[config.mk]
export PLATFORM = sky130hd
export DESIGN_NAME = capability_best_fit_matcher
export DESIGN_NICKNAME = d
export VERILOG_FILES = /design/src/hdl/cbfm_pkg.sv /design/src/hdl/capability_best_fit_matcher.sv /design/src/hdl/cbfm_cell.sv
export SDC_FILE = /design/constraint.sdc
export NUM_CORES = 1
export LEC_CHECK = 0
export ABC_AREA = 1
export BUFFER_PORTS_ARGS = -buffer_cell sky130_fd_sc_hd__buf_2
export CORE_AREA = 3 3 246 248
export DETAILED_ROUTE_END_ITERATION = 10
export DIE_AREA = 0 0 249 251
export GPL_ROUTABILITY_DRIVEN = 0
export PLACE_DENSITY = 0.7
export SYNTH_ARGS = -nofsm -noshare
export SYNTH_HDL_FRONTEND = slang
export SYNTH_SLANG_ARGS = --single-unit
export TNS_END_PERCENT = 30
[constraint.sdc]
create_clock -name clk -period 11.1 [get_ports clk]
set_clock_uncertainty 0.05 [all_clocks]
set_input_delay 0.555 -clock clk [delete_from_list [all_inputs] [get_ports clk]]
set_output_delay 0.555 -clock clk [all_outputs]
set_load 0.01 [all_outputs]
[src/hdl/cbfm_pkg.sv]
`default_nettype none
package cbfm_pkg;

  localparam int MAX_TARGETS = 8;
  localparam int FLAG_BITS   = 16;

  // cells in the chain: never more than the eight targets the registers hold
  localparam int TGT_LIMIT = (MAX_TARGETS < 8) ? MAX_TARGETS : 8;

  localparam logic [15:0] FLAG_MASK = 16'((33'(1) << FLAG_BITS) - 33'(1));

  // configuration register indexes
  localparam logic [1:0] REG_TARGET_COUNT = 2'd0;
  localparam logic [1:0] REG_MASKS_LOW    = 2'd1;
  localparam logic [1:0] REG_MASKS_HIGH   = 2'd2;

  // match kinds
  localparam logic [1:0] KIND_COVER    = 2'd0;
  localparam logic [1:0] KIND_OVERLAP  = 2'd1;
  localparam logic [1:0] KIND_FALLBACK = 2'd2;

  typedef struct packed {
    logic [15:0] request_mask;
    logic        restart;
  } in_t;

  typedef struct packed {
    logic [2:0] chosen_target;
    logic [1:0] match_kind;
    logic       was_already_used;
  } out_t;

  // running best candidates handed from cell to cell
  typedef struct packed {
    logic [15:0] want;
    logic [3:0]  count;
    logic        cov_found;
    logic        cov_used;
    logic [2:0]  cov_idx;
    logic [4:0]  cov_extra;
    logic        ovl_found;
    logic        ovl_used;
    logic [2:0]  ovl_idx;
    logic [4:0]  ovl_count;
  } tok_t;

  function automatic logic [4:0] bit_total(input logic [15:0] v);
    logic [4:0] n;
    n = '0;
    for (int i = 0; i < 16; i++) begin
      n = n + 5'(v[i]);
    end
    return n;
  endfunction

endpackage
`default_nettype wire

[src/hdl/capability_best_fit_matcher.sv]
// a transaction passes one input stage, one register in each of the 8 target cells
// and one output register before its result is offered
// only a single token walks the cell chain, so a new transaction is taken only after the last one has left it
// a stalled result holds the chain; the next request is taken once the result is registered
// reset (rst, synchronous) clears used marks, the chain and the output valid,
// and sets target_count to 1 and both mask registers to zero
`default_nettype none
module capability_best_fit_matcher (
  input  wire logic            clk,
  input  wire logic            rst,
  input  wire logic            in_valid,
  output logic                 in_stall,
  input  wire cbfm_pkg::in_t   in_data,
  output logic                 out_valid,
  input  wire logic            out_stall,
  output cbfm_pkg::out_t       out_data,
  input  wire logic            cfg_write,
  input  wire logic [1:0]      cfg_index,
  input  wire logic [63:0]     cfg_data
);
  import cbfm_pkg::*;

  localparam int N = TGT_LIMIT;

  logic [3:0]  target_count;
  logic [63:0] target_masks_low;
  logic [63:0] target_masks_high;

  tok_t        tok   [0:N];
  logic        vld   [0:N];
  logic [N:0]  vld_vec;
  logic [7:0]  used8;
  logic [7:0]  set_vec;
  logic        accept;
  logic        advance;
  logic        commit;
  logic        busy;
  logic        clear;
  logic [3:0]  count_sat;
  out_t        res_next;

  always_ff @(posedge clk) begin
    if (rst) begin
      target_count      <= 4'd1;
      target_masks_low  <= '0;
      target_masks_high <= '0;
    end else if (cfg_write) begin
      unique case (cfg_index)
        REG_TARGET_COUNT: target_count      <= cfg_data[3:0];
        REG_MASKS_LOW:    target_masks_low  <= cfg_data;
        REG_MASKS_HIGH:   target_masks_high <= cfg_data;
        default: ;
      endcase
    end
  end

  always_comb begin
    for (int k = 0; k <= N; k++) begin
      vld_vec[k] = vld[k];
    end
    busy      = |vld_vec;
    in_stall  = busy;
    accept    = in_valid && !busy;
    clear     = accept && in_data.restart;
    advance   = !(vld[N] && out_valid && out_stall);
    commit    = vld[N] && advance;
    count_sat = (target_count > 4'(N)) ? 4'(N) : target_count;
  end

  // input stage: fresh token with empty candidates
  always_ff @(posedge clk) begin
    if (rst) begin
      vld[0] <= 1'b0;
    end else if (accept) begin
      vld[0] <= 1'b1;
    end else if (advance) begin
      vld[0] <= 1'b0;
    end
  end

  always_ff @(posedge clk) begin
    if (accept) begin
      tok[0].want      <= in_data.request_mask & FLAG_MASK;
      tok[0].count     <= count_sat;
      tok[0].cov_found <= 1'b0;
      tok[0].cov_used  <= 1'b1;
      tok[0].cov_idx   <= '0;
      tok[0].cov_extra <= '0;
      tok[0].ovl_found <= 1'b0;
      tok[0].ovl_used  <= 1'b1;
      tok[0].ovl_idx   <= '0;
      tok[0].ovl_count <= '0;
    end
  end

  always_comb begin
    res_next = '0;
    if (tok[N].cov_found) begin
      res_next.chosen_target = tok[N].cov_idx;
      res_next.match_kind    = KIND_COVER;
    end else if (tok[N].ovl_found) begin
      res_next.chosen_target = tok[N].ovl_idx;
      res_next.match_kind    = KIND_OVERLAP;
    end else begin
      res_next.chosen_target = 3'd0;
      res_next.match_kind    = KIND_FALLBACK;
    end
    res_next.was_already_used = used8[res_next.chosen_target];
    set_vec = commit ? (8'd1 << res_next.chosen_target) : 8'd0;
  end

  genvar k;
  generate
    for (k = 0; k < N; k++) begin : g_cell
      logic [15:0] cell_mask;
      logic        cell_used;
      assign cell_mask = (k < 4) ? target_masks_low[16*(k%4) +: 16]
                                 : target_masks_high[16*(k%4) +: 16];
      cbfm_cell u_cell (
        .clk           (clk),
        .rst           (rst),
        .index         (3'(k)),
        .mask          (cell_mask),
        .advance       (advance),
        .clear         (clear),
        .set           (set_vec[k]),
        .tok_in_valid  (vld[k]),
        .tok_in        (tok[k]),
        .tok_out_valid (vld[k+1]),
        .tok_out       (tok[k+1]),
        .used          (cell_used)
      );
      assign used8[k] = cell_used;
    end
    for (k = N; k < 8; k++) begin : g_pad
      assign used8[k] = 1'b0;
    end
  endgenerate

  always_ff @(posedge clk) begin
    if (rst) begin
      out_valid <= 1'b0;
    end else if (commit) begin
      out_valid <= 1'b1;
    end else if (!out_stall) begin
      out_valid <= 1'b0;
    end
  end

  always_ff @(posedge clk) begin
    if (commit) begin
      out_data <= res_next;
    end
  end

`ifndef SYNTH
  // one request in flight at a time
  a_single_token: assert property (@(posedge clk) disable iff (rst)
    $onehot0(vld_vec))
    else $error("more than one token in the cell chain");

  a_mark_set: assert property (@(posedge clk) disable iff (rst)
    commit |=> used8[$past(res_next.chosen_target)])
    else $error("chosen target not marked used");

  a_restart_clear: assert property (@(posedge clk) disable iff (rst)
    clear |=> (used8 == 8'd0))
    else $error("restart did not clear used marks");

  a_fallback_zero: assert property (@(posedge clk) disable iff (rst)
    (out_valid && out_data.match_kind == KIND_FALLBACK) |-> (out_data.chosen_target == 3'd0))
    else $error("fallback result not on target zero");
`endif

endmodule
`default_nettype wire

[src/hdl/cbfm_cell.sv]
`default_nettype none
module cbfm_cell (
  input  wire logic          clk,
  input  wire logic          rst,
  input  wire logic [2:0]    index,
  input  wire logic [15:0]   mask,
  input  wire logic          advance,
  input  wire logic          clear,
  input  wire logic          set,
  input  wire logic          tok_in_valid,
  input  wire cbfm_pkg::tok_t tok_in,
  output logic               tok_out_valid,
  output cbfm_pkg::tok_t     tok_out,
  output logic               used
);
  import cbfm_pkg::*;

  logic [15:0] m;
  logic        active;
  logic        covers;
  logic [4:0]  extra;
  logic [4:0]  ov;
  tok_t        tok_next;

  always_comb begin
    m        = mask & FLAG_MASK;
    active   = {1'b0, index} < tok_in.count;
    covers   = (m & tok_in.want) == tok_in.want;
    extra    = bit_total(m & ~tok_in.want);
    ov       = bit_total(m & tok_in.want);
    tok_next = tok_in;
    if (active && covers &&
        (!tok_in.cov_found || (!used && tok_in.cov_used) ||
         (used == tok_in.cov_used && extra < tok_in.cov_extra))) begin
      tok_next.cov_found = 1'b1;
      tok_next.cov_used  = used;
      tok_next.cov_idx   = index;
      tok_next.cov_extra = extra;
    end
    if (active && ov != 5'd0 &&
        (!tok_in.ovl_found || (!used && tok_in.ovl_used) ||
         (used == tok_in.ovl_used && ov > tok_in.ovl_count))) begin
      tok_next.ovl_found = 1'b1;
      tok_next.ovl_used  = used;
      tok_next.ovl_idx   = index;
      tok_next.ovl_count = ov;
    end
  end

  always_ff @(posedge clk) begin
    if (rst) begin
      tok_out_valid <= 1'b0;
      used          <= 1'b0;
    end else begin
      if (advance) begin
        tok_out_valid <= tok_in_valid;
      end
      if (clear) begin
        used <= 1'b0;
      end else if (set) begin
        used <= 1'b1;
      end
    end
  end

  always_ff @(posedge clk) begin
    if (advance && tok_in_valid) begin
      tok_out <= tok_next;
    end
  end

endmodule
`default_nettype wire

==> run summary <==
post-route setup slack = 5.35 ns
Cells after Synth = 2,892
Cell Chain, Critical Path = nor2_1, ha_1, inv_1, fa_1, fa_1, fa_1, inv_1, fa_1, inv_1, fa_1, fa_1, o22ai_1, ha_1, a21oi_1, nand4_1, nand2_1, nand2_1, nand2_1, nand2_1
Final #Nets = 3,411
CTS resizes = 0
Die Y = 251 um
Final Hold Viols = 0
register area share after synthesis = 45.6%
GRT Overall Usage = 20.4%
MaxCap Viol Count = 0
area of the core = 58,700 um2
Worst-Margin Slew = 1.06 ns
via count = 18,800
IO Count = 96
Routed Antenna Nets = 0
number of global-route vias before repair = 18,700
Async SR Flop Fraction = 0%
sequential cell area = 11,900 um2
utilization after layout = 49.5%
Die X = 249 um
maximum clock rate = 174 MHz
Starting Density = 44.5%
outcome = finished clean
critical path type = flop to flop
via/cell ratio = 4.93
static leakage = 13.4 nW
DRT Pass-1 Iters = 5
Setup TNS Final = 0 ns
Tcrit/Tclk final = 51.8%
CP startpoint = g_cell[0].u_cell.tok_out[24]
Setup WS pre-CTS = 5.42 ns
clk root buf = clkbuf_16
Slew HR = 29.5%
Reg clk slew, reported paths = 0.06 ns
Yosys reg bits = 447
Post-route DRC = 0
Post-synth EDFFs = 297
Sink Count = 447
initial antenna violation count = 9
Buffers on Ports = 95
Worst Hold Class = input port to flop
CP peak stage delay = 0.57 ns
setup bufs post-CTS = 0
Post-Syn Area = 26,100 um2
minimum clock period = 5.75 ns
wire length per cell = 16.4 um
CTS tree = done
Area after DPL = 27,400 um2
Hold Buf Count CTS = 0
DR iter-0 viols = 1,420
Post-Syn Nets = 3,297
first-pass GRT wire length = 99.3 mm
# rows = 89
Netlist cell types = 33
crit path max fanout = 8
cell area after layout = 29,000 um2
Final HPWL DP = 50.1 mm
largest net degree at the start of global routing = 110
Post-Route WL = 62.7 mm
Max VDD drop = 0.121 mV
post-synthesis area per instance = 9.04 um2
die area = 62,500 um2
multi-input combinational cell area = 11,800 um2
critical path's most frequent cell = fa_1
Clock Latency Late Sink = 0.59 ns
commonest non-fill, non-tap cells in the layout = nand2_1, inv_1, edfxtp_1
share of cells above drive strength 1 = 7.62%
CP required = 11.38 ns
Worst setup SP type = flop
RSZ-0062 raised after global routing = no
Pwr Density = 139 nW/um2
Max clock buf depth = 3
Fill cells = 5,381
max-slew violations = 0
Worst EP arrival = 6.02 ns
total gr overflow = 0
final setup vio count = 0
Critical R2R Launch = g_cell[0].u_cell.tok_out[24]
Crit-path slowest cell = fa_1
Primary FF master, synth = edfxtp_1
area grow syn2layout = 11.1%
Worst Setup End Kind = flop
H-Tree Depth = 2
Synth Warn # = 0
hold path start = in_data[7]
total CTS buffers = 48
commonest non-fill, non-tap cell in the layout = nand2_1
## worst max-delay path, delay by kind of cell (launching register included)
family          cells  cell delay, ns
fa+ha+maj           8            3.49
simple gates        6            0.89
flops               1            0.44
compound gates      2            0.41
buf+inv             3            0.20
## layer usage
| layer | up-vias | routed length (um) | GRT usage (%) |
|---|---|---|---|
| met4 | 4 | 2430 | 8.05 |
| met5 | - | 25 | 0 |
| met2 | 581 | 29900 | 35.0 |
| met3 | 127 | 5070 | 4.01 |
| li1 | 9376 | - | - |
| met1 | 8732 | 25200 | 25.5 |
## synth_stat cells, types with 2 or more instances
cell | instances | area [um2]
xor2_1 | 2 | 17.5
nand3_1 | 96 | 480
nor3_4 | 2 | 32.5
a21boi_0 | 8 | 60.1
a21oi_1 | 143 | 716
o21ai_0 | 152 | 761
dfxtp_1 | 150 | 3000
fa_1 | 160 | 3200
edfxtp_1 | 297 | 8920
nand3b_1 | 13 | 97.6
nor2_1 | 243 | 912
o22ai_1 | 6 | 37.5
buf_2 | 3 | 15.0
nand4_1 | 51 | 319
and2_1 | 3 | 18.8
nand2_1 | 713 | 2680
o21ai_1 | 19 | 95.1
ha_1 | 157 | 1960
nor2_2 | 7 | 43.8
inv_2 | 7 | 26.3
or2_2 | 22 | 138
nor3_1 | 3 | 15.0
xnor2_1 | 9 | 78.8
buf_6 | 14 | 158
nand2_2 | 4 | 25.0
a21o_1 | 2 | 15.0
inv_1 | 571 | 2140
nand3_2 | 5 | 50.1
clkbuf_1 | 26 | 97.6
## cell type report
type	instances	area share [%]
Sequential cell	447	41.0
Timing Repair Buffer	108	1.97
Inverter	579	7.49
Multi-Input combinational cell	1822	40.5
Clock buffer	71	4.93
Antenna cell	1	0.00862
Clock inverter	18	0.689
Tap cell	773	3.33
## kinds of logic (layout without fill, tap and decap cells)
kind of cell               count (synthesis)  count (layout)  synth area share, %
AOI/OAI and AO/OA                        331             331                 6.47
xor gates and xnor gates                  11              11                0.369
adders and majority gates                317             317                 19.8
buffers and inverters                    623             776                 9.38
DFF                                      447             447                 45.6
other                                      0               1                    0
and+or+nand+nor                         1163            1163                 18.4
## path summary, 6_finish.rpt
kind / to / slack (ns) / cells after the start
worst max-delay path: g_cell[1].u_cell.tok_out[18] / 5.35 / 19
worst min-delay path: tok[350] / 0.09 / 1
worst min register to register: g_cell[5].u_cell.tok_out[20] / 0.37 / 0
worst max register to register: g_cell[1].u_cell.tok_out[18] / 5.35 / 19
## power by group
| part | switching (mW) | leakage, nW | internal, mW | total [mW] |
|---|---|---|---|---|
| Sequential | 0.0332 | 3.92 | 1.83 | 1.86 |
| Clock | 0.665 | 0.776 | 0.969 | 1.63 |
| Combinational | 0.352 | 8.73 | 0.189 | 0.540 |
| Total | 1.05 | 13.4 | 2.99 | 4.04 |
## state kept, by name (all words and copies together), names as in the netlist
name                         count
out_data                         6
g_cell.u_cell.tok_out          271
tok                             20
out_valid                        1
g_cell.u_cell.tok_out_valid      8
vld                              1
target_masks_high               64
target_count                     4
g_cell.u_cell.used               8
target_masks_low                64
## per-stage QoR
| step | hold slack (ns) | std cells | power [mW] |
|---|---|---|---|
| after CTS | 0.0641 | 3818 | 4.08 |
| after floorplan | 0.350 | 2892 | 2.26 |
| final | 0.0904 | 3819 | 4.04 |
| after global placement | 0.353 | 3729 | 2.43 |
| after global routing | 0.0763 | 3818 | 4.23 |
| after detailed placement | 0.363 | 3729 | 2.44 |
Note: power is estimated with default switching activity, not from simulation.
